File: src/clrp_pkg.sv
// Types and constants for the load-module record parser.
`default_nettype none

package clrp_pkg;

    // Record type bytes
    localparam logic [7:0] TYPE_LOAD  = 8'h01;
    localparam logic [7:0] TYPE_START = 8'h02;
    localparam logic [7:0] TYPE_NAME  = 8'h05;

    // Load record length byte carries two extra counts
    localparam logic [7:0] LOAD_LEN_BIAS = 8'h02;
    localparam logic [8:0] LOAD_LEN_FULL = 9'h100;

    // Result queue
    localparam int RES_DEPTH = 4;
    localparam int RES_PTR_W = $clog2(RES_DEPTH);
    localparam int RES_CNT_W = $clog2(RES_DEPTH + 1);

    typedef enum logic [2:0] {
        PH_TYPE   = 3'd0,
        PH_LEN    = 3'd1,
        PH_NAME   = 3'd2,
        PH_LADDR  = 3'd3,
        PH_LDATA  = 3'd4,
        PH_START  = 3'd5
    } phase_t;

    typedef enum logic [1:0] {
        RK_NONE  = 2'd0,
        RK_NAME  = 2'd1,
        RK_LOAD  = 2'd2,
        RK_START = 2'd3
    } rec_kind_t;

    typedef enum logic [2:0] {
        EV_NAME_BYTE  = 3'd0,
        EV_NAME_END   = 3'd1,
        EV_LOAD_BLOCK = 3'd2,
        EV_START_ADDR = 3'd3,
        EV_UNKNOWN    = 3'd4,
        EV_CLEAN_END  = 3'd5,
        EV_TRUNC_END  = 3'd6
    } ev_kind_t;

    typedef struct packed {
        logic [7:0] data_byte;
        logic       end_of_stream;
    } in_beat_t;

    typedef struct packed {
        logic [2:0]  event_kind;
        logic [7:0]  event_byte;
        logic [15:0] first_address;
        logic [16:0] end_address;
        logic        last_of_run;
    } out_beat_t;

endpackage

`default_nettype wire

File: src/cmd_load_record_parser.sv
// Load-module record parser: byte stream in, record events out.
//
//  Channel | Direction | Handshake          | Beat
//  s_      | in        | s_valid / s_ready  | in_beat_t  (one file byte or end mark)
//  m_      | out       | m_valid / m_ready  | out_beat_t (one event)
//
// One input beat per cycle. A beat is held in the input register, then its state
// update and up to two events are formed in a single pass and pushed into a
// four-entry event queue; the queue drains one event per cycle while m_ready is high.
// Input stalls only while the queue holds more than two events.
// aresetn is synchronous, active low; it empties both stages and returns the
// parser to waiting for a record type byte.
`default_nettype none

module cmd_load_record_parser (
    input  wire                   aclk,
    input  wire                   aresetn,
    input  wire                   s_valid,
    output logic                  s_ready,
    input  clrp_pkg::in_beat_t    s_data,
    output logic                  m_valid,
    input  wire                   m_ready,
    output clrp_pkg::out_beat_t   m_data
);
    import clrp_pkg::*;

    // Input register
    logic     in_valid_reg, in_valid_next;
    in_beat_t in_beat_reg;

    // Parser state
    phase_t    phase_reg, phase_next;
    rec_kind_t kind_reg, kind_next;
    logic [8:0]  left_reg, left_next;
    logic [8:0]  blen_reg, blen_next;
    logic [15:0] addr_reg, addr_next;
    logic [1:0]  pidx_reg, pidx_next;
    logic        halt_reg, halt_next;

    // Event queue
    out_beat_t            queue_reg [RES_DEPTH];
    logic [RES_PTR_W-1:0] wr_ptr_reg, rd_ptr_reg;
    logic [RES_CNT_W-1:0] count_reg;

    // Per-beat results
    logic       proc_fire;
    logic       pop;
    logic [1:0] n_res;
    out_beat_t  res0, res1;
    logic [7:0] b;
    logic [7:0] len8;
    logic [8:0] left_dec;

    assign b        = in_beat_reg.data_byte;
    assign len8     = b - LOAD_LEN_BIAS;
    assign left_dec = left_reg - 9'd1;

    assign proc_fire = in_valid_reg && (count_reg <= RES_CNT_W'(RES_DEPTH - 2));
    assign s_ready   = !in_valid_reg || proc_fire;
    assign in_valid_next = (s_valid && s_ready) || (in_valid_reg && !proc_fire);

    assign m_valid = (count_reg != '0);
    assign m_data  = queue_reg[rd_ptr_reg];
    assign pop     = m_valid && m_ready;

    // Input register
    always_ff @(posedge aclk) begin
        if (!aresetn) begin
            in_valid_reg <= 1'b0;
        end else begin
            in_valid_reg <= in_valid_next;
        end
        if (s_valid && s_ready) begin
            in_beat_reg <= s_data;
        end
    end

    // Parser state register
    always_ff @(posedge aclk) begin
        if (!aresetn) begin
            phase_reg <= PH_TYPE;
            kind_reg  <= RK_NONE;
            left_reg  <= '0;
            blen_reg  <= '0;
            addr_reg  <= '0;
            pidx_reg  <= '0;
            halt_reg  <= 1'b0;
        end else if (proc_fire) begin
            phase_reg <= phase_next;
            kind_reg  <= kind_next;
            left_reg  <= left_next;
            blen_reg  <= blen_next;
            addr_reg  <= addr_next;
            pidx_reg  <= pidx_next;
            halt_reg  <= halt_next;
        end
    end

    // Next state and events for the beat in the input register
    always_comb begin
        phase_next = phase_reg;
        kind_next  = kind_reg;
        left_next  = left_reg;
        blen_next  = blen_reg;
        addr_next  = addr_reg;
        pidx_next  = pidx_reg;
        halt_next  = halt_reg;
        n_res      = 2'd0;
        res0       = '0;
        res1       = '0;
        res1.event_kind  = EV_NAME_END;
        res1.last_of_run = 1'b1;

        if (in_beat_reg.end_of_stream) begin
            // End mark: report and fall back to reset state
            n_res = 2'd1;
            res0.event_kind = (halt_reg || phase_reg == PH_TYPE) ? EV_CLEAN_END
                                                                 : EV_TRUNC_END;
            phase_next = PH_TYPE;
            kind_next  = RK_NONE;
            left_next  = '0;
            blen_next  = '0;
            addr_next  = '0;
            pidx_next  = '0;
            halt_next  = 1'b0;
        end else if (!halt_reg) begin
            unique case (phase_reg)
                PH_TYPE: begin
                    priority if (b == TYPE_NAME) begin
                        kind_next  = RK_NAME;
                        phase_next = PH_LEN;
                    end else if (b == TYPE_LOAD) begin
                        kind_next  = RK_LOAD;
                        phase_next = PH_LEN;
                    end else if (b == TYPE_START) begin
                        kind_next  = RK_START;
                        phase_next = PH_LEN;
                    end else begin
                        halt_next = 1'b1;
                        n_res     = 2'd1;
                        res0.event_kind = EV_UNKNOWN;
                        res0.event_byte = b;
                    end
                end
                PH_LEN: begin
                    addr_next = '0;
                    pidx_next = '0;
                    unique case (kind_reg)
                        RK_NAME: begin
                            if (b == '0) begin
                                n_res = 2'd1;
                                res0.event_kind = EV_NAME_END;
                                phase_next = PH_TYPE;
                            end else begin
                                left_next  = {1'b0, b};
                                phase_next = PH_NAME;
                            end
                        end
                        RK_LOAD: begin
                            // zero length stands for a full 256-byte block
                            blen_next  = (len8 == '0) ? LOAD_LEN_FULL : {1'b0, len8};
                            left_next  = (len8 == '0) ? LOAD_LEN_FULL : {1'b0, len8};
                            phase_next = PH_LADDR;
                        end
                        RK_START: begin
                            if (b == '0) begin
                                n_res = 2'd1;
                                res0.event_kind = EV_START_ADDR;
                                phase_next = PH_TYPE;
                            end else begin
                                left_next  = {1'b0, b};
                                phase_next = PH_START;
                            end
                        end
                        default: begin
                            phase_next = PH_TYPE;
                        end
                    endcase
                end
                PH_NAME: begin
                    n_res = 2'd1;
                    res0.event_kind = EV_NAME_BYTE;
                    res0.event_byte = b;
                    left_next = left_dec;
                    if (left_dec == '0) begin
                        n_res = 2'd2;
                        phase_next = PH_TYPE;
                    end
                end
                PH_LADDR: begin
                    // little-endian block start
                    if (pidx_reg == 2'd0) begin
                        addr_next = {8'h00, b};
                        pidx_next = 2'd1;
                    end else begin
                        addr_next  = {b, addr_reg[7:0]};
                        pidx_next  = 2'd2;
                        phase_next = PH_LDATA;
                    end
                end
                PH_LDATA: begin
                    left_next = left_dec;
                    if (left_dec == '0) begin
                        n_res = 2'd1;
                        res0.event_kind    = EV_LOAD_BLOCK;
                        res0.first_address = addr_reg;
                        res0.end_address   = {1'b0, addr_reg} + {8'h00, blen_reg};
                        phase_next = PH_TYPE;
                    end
                end
                PH_START: begin
                    // first two payload bytes, unsigned, missing ones are zero
                    if (pidx_reg == 2'd0) begin
                        addr_next = {8'h00, b};
                        pidx_next = 2'd1;
                    end else if (pidx_reg == 2'd1) begin
                        addr_next = {b, addr_reg[7:0]};
                        pidx_next = 2'd2;
                    end
                    left_next = left_dec;
                    if (left_dec == '0) begin
                        n_res = 2'd1;
                        res0.event_kind    = EV_START_ADDR;
                        res0.first_address = addr_next;
                        phase_next = PH_TYPE;
                    end
                end
                default: begin
                    phase_next = PH_TYPE;
                end
            endcase
        end

        res0.last_of_run = (n_res == 2'd1);
    end

    // Event queue pointers and fill count
    always_ff @(posedge aclk) begin
        if (!aresetn) begin
            wr_ptr_reg <= '0;
            rd_ptr_reg <= '0;
            count_reg  <= '0;
        end else begin
            if (proc_fire) begin
                wr_ptr_reg <= wr_ptr_reg + RES_PTR_W'(n_res);
            end
            if (pop) begin
                rd_ptr_reg <= rd_ptr_reg + RES_PTR_W'(1);
            end
            count_reg <= count_reg + (proc_fire ? RES_CNT_W'(n_res) : '0)
                         - RES_CNT_W'(pop);
        end
    end

    // Event queue storage
    always_ff @(posedge aclk) begin
        if (proc_fire && n_res != 2'd0) begin
            queue_reg[wr_ptr_reg] <= res0;
        end
        if (proc_fire && n_res == 2'd2) begin
            queue_reg[wr_ptr_reg + RES_PTR_W'(1)] <= res1;
        end
    end

endmodule

`default_nettype wire

File: config.mk
export PLATFORM = sky130hd
export DESIGN_NAME = cmd_load_record_parser
export DESIGN_NICKNAME = d
export VERILOG_FILES = /design/src/clrp_pkg.sv /design/src/cmd_load_record_parser.sv
export SDC_FILE = /design/constraint.sdc
export NUM_CORES = 1
export LEC_CHECK = 0
export CORE_MARGIN = 2
export CORE_UTILIZATION = 64
export CTS_CLUSTER_DIAMETER = 150
export DETAILED_ROUTE_END_ITERATION = 7
export DONT_BUFFER_PORTS = 1
export PLACE_DENSITY = 0.86
export SKIP_LAST_GASP = 1
export SYNTH_ARGS = -nofsm -noshare
export SYNTH_HDL_FRONTEND = slang
export SYNTH_SLANG_ARGS = --single-unit
File: constraint.sdc
create_clock -name aclk -period 4.23 [get_ports aclk]
set_input_delay 0.846 -clock aclk [delete_from_list [all_inputs] [get_ports aclk]]
set_output_delay 0.846 -clock aclk [all_outputs]
set_load 0.03 [all_outputs]
# Word level (Yosys, flattened, before mapping)
# Memories as Yosys holds them, arrays and structs flattened. A register that Yosys moved wholly into a read port is not among the register bits.
# Index checks and enable logic that the tools add are counted.
[op_classes] n_mux=80 n_reduce_logical=34 addsub=8 eq_ne=22 magnitude_cmp=1
[ops] operator="$mux W16" n=6
[ops] operator="$mux W9" n=8
[ops] operator="$pmux W16 S3" n=1
[ops] operator="$mux W2" n=22
[ops] operator="$mux W44" n=1
[ops] operator="$mux W41" n=1
[ops] operator="$pmux W9 S2" n=2
[ops] operator="$mux W11" n=3
[ops] operator="$mux W33" n=1
[ops] operator="$pmux W16 S2" n=1
[ops] operator="$mux W3" n=9
[ops] operator="$pmux W3 S4" n=2
[ops] operator="$add A16 B9 Y17" n=1
[ops] operator="$mux W1" n=17
[ops] operator="$mux W17" n=1
[ops] operator="$logic_not A8 Y1" n=2
[ops] operator="$pmux W8 S2" n=1
[ops] operator="$reduce_and A4 Y1" n=4
[ops] operator="$reduce_and A5 Y1" n=2
[ops] operator="$logic_not A9 Y1" n=1
[ops] operator="$pmux W3 S3" n=1
[ops] operator="$sub A9 B1 Y9 const B" n=1
[ops] operator="$eq A8 B1 Y1 const B" n=1
[ops] operator="$eq A8 B2 Y1 const B" n=1
[ops] operator="32 further kinds" n=55
[word_totals] ff_bits=59 mem_bits_rw=180 mem_count=1 elab_cells=160
[memory_table] memory="queue_reg" depth=4 word_bits=45 rd=1 rd_ports_with_merged_regs=1 write_ports=2 line="cmd_load_record_parser.sv:41" source="out_beat_t queue_reg [RES_DEPTH];"

# Longest topological paths before layout
[logic_depth] word_depth=11 mapped_depth=18

# Least setup slack after synthesis
# OpenSTA, ideal clock, no wires.
[synth_path] path_type="register -> register" start="reg left_reg[1]" end="reg count_reg[2]" slack_ns=0.448 setup_ns=0.115 arrival_time_ns=3.667 stages_incl_launch_ff=19 t_required_ns=4.115 path_buffers=1 cell_sequence="dfxtp_1 > clkbuf_1 > inv_1 > ha_1 > or4b_1 > xnor2_1 > o31a_1 > o31ai_1 > a31oi_1 > or2_2 > nand2_1 > ha_1 > inv_1 > ha_1 > inv_1 > fa_1 > xor2_1 > xnor2_1 > and2_1"
[synth_between] elab_chain_cells=9 elab_cells_between_ends=10 classes_between="add/sub: 3; mux: 6; reduce/logical: 1"
[synth_rtl] element="start, declared" line="cmd_load_record_parser.sv:34" source="logic [8:0] left_reg, left_next;"
[synth_rtl] element="start signal, assigned" line="cmd_load_record_parser.sv:91" source="left_reg <= left_next;"
[synth_rtl] element="$sub A9 B1 Y9 *" line="cmd_load_record_parser.sv:56" source="assign left_dec = left_reg - 9'd1;"
[synth_rtl] element="$logic_not A9 Y1 *" line="cmd_load_record_parser.sv:185, cmd_load_record_parser.sv:203, cmd_load_record_parser.sv:221"
[synth_rtl] element="$mux W1 / $mux W2 (equally long branches)" line="cmd_load_record_parser.sv:203, cmd_load_record_parser.sv:221, cmd_load_record_parser.sv:185"
[synth_rtl] element="$pmux W2 S4 *" line="cmd_load_record_parser.sv:127" source="unique case (phase_reg)"
[synth_rtl] element="$mux W2 *" line="cmd_load_record_parser.sv:126" source="end else if (!halt_reg) begin"
[synth_rtl] element="$mux W2 *" line="cmd_load_record_parser.sv:114" source="if (in_beat_reg.end_of_stream) begin"
[synth_rtl] element="$mux W2 *" line="cmd_load_record_parser.sv:250" source="count_reg <= count_reg + (proc_fire ? RES_CNT_W'(n_res) : '0)"
[synth_rtl] element="$add A3 B2 Y3 *" line="cmd_load_record_parser.sv:250"
[synth_rtl] element="$sub A3 B1 Y3 *" line="cmd_load_record_parser.sv:251" source="- RES_CNT_W'(pop);"
[synth_rtl] element="end signal, assigned" line="cmd_load_record_parser.sv:250"
[synth_rtl] element="end, declared" line="cmd_load_record_parser.sv:43" source="logic [RES_CNT_W-1:0] count_reg;"
# Mark *: on every way between the ends. The rest lies on a longest branch, timed or not.
# A chain may end at the register's enable or synchronous reset.

# Worst setup path after layout
[layout_path] start="reg left_reg[0]" end="reg count_reg[2]"
# The elaborated chain is that of the path after synthesis.

==> key figures <==
Power and ir drop
  – Fraction of power consumed by sequential logic: 42.7%
  – Worst vdd ir: 0.000372 V
  – Power per unit of standard cell area: 468 mW/mm2
  – Relative contribution of combinational cells to total power: 19.8%
  – Static Leakage: 4.33 nW
  – Net switching power: 1.93 mW
  – Internal cell power: 4.22 mW
  – Sum of internal, switching and leakage power: 6.15 mW
  – Clock network fraction of total power: 37.5%
  – Switching Share: 31.4%

Routing
  – Mean routed wirelength per cell: 21.6 um
  – Vias per cell: 7.10
  – Starting DRT DRC Count: 1,468
  – Residual antenna-violating net count after detailed routing: 0
  – Wirelength, routed: 34,800 um
  – Detailed Routing Iterations Pass 1: 6
  – Number of remaining DRC errors: 0
  – Detailed-route via count: 11,400

Yosys
  – Synthesized Nets: 1,460
  – Library cells used by synthesis: 70
  – Simple-gate area share of the yosys netlist: 18.9%
  – Post-synthesis share of cell area spent on full adders, half adders and majority gates: 1.97%
  – Fraction of synthesized area in multiplexers: 8.58%
  – Ys flop type: dfxtp_1
  – Number of enable-type register cells in the synthesized netlist: 9
  – Synthesized area divided by synthesized cell count: 8.52 um2
  – Fraction of registers with async set or reset after synthesis: 0%
  – Synthesized netlist cell count: 1,429
  – FF+latch count, synth: 241
  – Fraction of the mapped netlist area in compound gates: 23.1%
  – XOR/XNOR Fraction of Synth Area: 2.01%
  – Sequential share of the synthesized area: 40.4%
  – Number of warnings reported in the yosys synthesis log: 0
  – Main combinational cell family by area after synthesis: compound AO/OA/AOI/OAI gates
  – Area of the mapped netlist: 0.0122 mm2

STA
  – Final worst-path setup slack: 0.238 ns
  – Period utilisation layout: 94.4%
  – Slew Limit Fails: 0
  – Number of hold violations in the final report: 0
  – Max_slew headroom: 26.6%
  – Worst Skew: 0.0157 ns
  – Upper clock frequency limit: 251 MHz
  – Transition at the pin with the smallest max-transition slack: 1.10 ns
  – Sum Neg Setup Slack: 0 ns
  – Hold WS: 0.406 ns
  – RSZ-0062 raised after global routing: no
  – Post-layout minimum cycle time: 3.99 ns
  – Total of endpoints with negative setup slack in the final report: 0

Cells and area
  – Growth of design area from synthesis to finish: 7.86%
  – Multi-input gate area: 0.00671 mm2
  – Fraction of layout instances using a drive strength above 1: 10.4%
  – Count of nets after finishing: 1,384
  – Post-route cell area: 0.0131 mm2
  – Most frequent cells in the layout: dfxtp_1 (230), o21ai_0 (201), a21oi_1 (192), nand3_1 (175), nor2_1 (51)
  – Number of filler cells placed in the layout: 1,358
  – Flip-flop count of the largest register, all copies and words added: 180
  – Sequential cell area: 0.00492 mm2
  – Leading cell type in the layout, fill and taps excluded: dfxtp_1
  – Final Core Density: 70.2%
  – Final antenna diode count: 0
  – Final Instance Count excl. Fillers: 1,606

Place
  – Placed standard-cell area: 0.0123 mm2
  – Final GP Congestion: 0.996
  – Hpwl dp: 20,600 um
  – Worst slack after detailed placement: 0.213 ns
  – Port bufs: 0
  – Placed insts: 1,560

Setup path
  – Critical register-to-register path startpoint: left_reg[0]$_SDFFE_PN0P_
  – Data arrival time of the critical path: 4.43 ns
  – Cell family with most CP delay: simple AND/OR/NAND/NOR gates
  – Flop-to-flop setup slack: 0.24 ns
  – Critical path buffers and inverters: 3
  – Maximum fanout along the worst path: 8
  – Type of element launching the critical path: flop
  – Most frequent cell on the critical path: inv_1
  – Standard cell with the maximum stage delay on the critical path: or4b_1
  – Worst reg2reg endpoint: count_reg[2]$_SDFF_PN0_
  – Required time reported for the critical path endpoint: 4.67 ns
  – Largest stage delay on the critical path: 0.53 ns
  – Worst R2R Path Depth: 17
  – Chain of cells forming the critical path: inv_1 -> ha_2 -> or4b_1 -> xnor2_1 -> o31a_1 -> o31ai_1 -> a31oi_1 -> or2_2 -> nand2_1 -> ha_1 -> inv_1 -> ha_1 -> inv_1 -> fa_1 -> xor2_1 -> xnor2_1 -> and2_1
  – Worst Setup End Kind: flop
  – Crit Path Category: flop to flop

Floorplan
  – Die area: 0.0201 mm2
  – Core area: 0.0187 mm2
  – Starting density of the core: 65.1%
  – Die height: 142 um
  – FP Rows: 50
  – Horizontal extent of the die: 142 um
  – Top-Level Pins: 60

Clocking
  – CTS Sinks: 241
  – Hold buffer count at CTS: 0
  – Clock latency on the worst-skew pair: 0.54 ns
  – Total setup buffers inserted after CTS: 0
  – Number of buffers added by the clock tree synthesis step: 25
  – Cts repair resizes: 0
  – Number of buffers between clock root and the deepest sink: 3
  – Root Driver: clkbuf_16
  – Clock tree from TritonCTS: done
  – Number of levels the H-tree was split into: 1
  – Clock slew at the register clock pins of the worst setup and hold paths: 0.06 ns

Global routing
  – Wire length of the first global-routing pass: 55,300 um
  – Overall fraction of global-route tracks in use: 33.8%
  – Largest net degree at the start of global routing: 177
  – Number of antenna violations at the first check in global routing: 0
  – Global-route congestion overflow total: 0
  – Vias in the first global route: 10,695

Hold path
  – Startpoint of the most critical hold path: s_data[0]
  – Hold Path Depth: 0
  – End point of the most critical hold path: in_beat_reg[0]$_DFFE_PP_
  – Min-delay worst type: input port to flop

Flow run
  – Maximum capacitance violations: 0

Status
  – Status: finished clean
[logic make-up after synthesis]
kind of cell | after synthesis
xor+xnor | 28
simple gates | 438
compound gates | 503
fa+ha+maj | 18
buf+inv | 153
flops | 241
mux | 48
[power groups by stage]
stage | Sequential, mW | Clock (mW) | Combinational (mW)
global route | 2.64 | 2.41 | 1.29
CTS | 2.62 | 2.32 | 1.19
floorplan | 2.55 | 0 | 1.01
global placement | 2.66 | 0 | 1.17
detailed placement | 2.67 | 0 | 1.19
finish | 2.63 | 2.31 | 1.22
[worst max path at each step]
stage,from,endpoint,slack (ns),cells after the start
after floorplan,left_reg[1]$_SDFFE_PN0P_,count_reg[2]$_SDFF_PN0_,0.45,18
after global placement,left_reg[0]$_SDFFE_PN0P_,count_reg[2]$_SDFF_PN0_,0.33,17
after detailed placement,left_reg[0]$_SDFFE_PN0P_,count_reg[2]$_SDFF_PN0_,0.21,17
after CTS,left_reg[0]$_SDFFE_PN0P_,count_reg[2]$_SDFF_PN0_,0.20,17
after global routing,left_reg[0]$_SDFFE_PN0P_,count_reg[2]$_SDFF_PN0_,0.004,17
final,left_reg[0]$_SDFFE_PN0P_,count_reg[2]$_SDFF_PN0_,0.24,17
[worst reg2reg max path: cells and delay by family (launching register included)]
kind | cells | cell delay [ns]
flip-flops | 1 | 0.37
buffers and inverters | 3 | 0.23
adder cells (fa/ha/maj) | 4 | 0.96
AND/OR/NAND/NOR | 4 | 1.08
XOR/XNOR | 3 | 0.47
AO/OA/AOI/OAI | 3 | 0.77
[per-layer routing]
metal / vias to the layer above / GRT usage [%] / part of all wire [%]
met3: 105 / 5.79 / 10
met4: 0 / 14.4 / 3.3
met1: 5416 / 45.7 / 40
li1: 5110 / - / -
met2: 769 / 53.9 / 47
met5: - / 0 / 0
[synthesized netlist by cell type (7+ instances only)]
cell type	n	area, um2
a22oi_1	40	300
edfxtp_1	9	270
buf_1	7	26.3
buf_2	22	110
inv_1	18	67.6
a21oi_1	192	961
clkbuf_1	104	390
nand3_1	175	876
a211oi_1	9	67.6
nor2b_1	37	231
or3_1	8	50.1
ha_1	16	200
nor3_1	31	155
mux4_2	45	1010
xor2_1	13	114
o21ai_0	201	1010
a21boi_0	8	60.1
nand2_1	51	191
nor2_1	56	210
dfxtp_1	232	4640
and2_1	23	144
xnor2_1	15	131
nand4_1	11	68.8
[final cells by class]
class	instances	share of cell area, %
Timing Repair Buffer	32	2.21
Clock buffer	38	5.52
Clock inverter	8	1.01
Multi-Input combinational cell	1035	51.1
Inverter	18	0.514
Tap cell	234	2.23
Sequential cell	241	37.4
No activity file was read; power rests on OpenSTA's default activity.
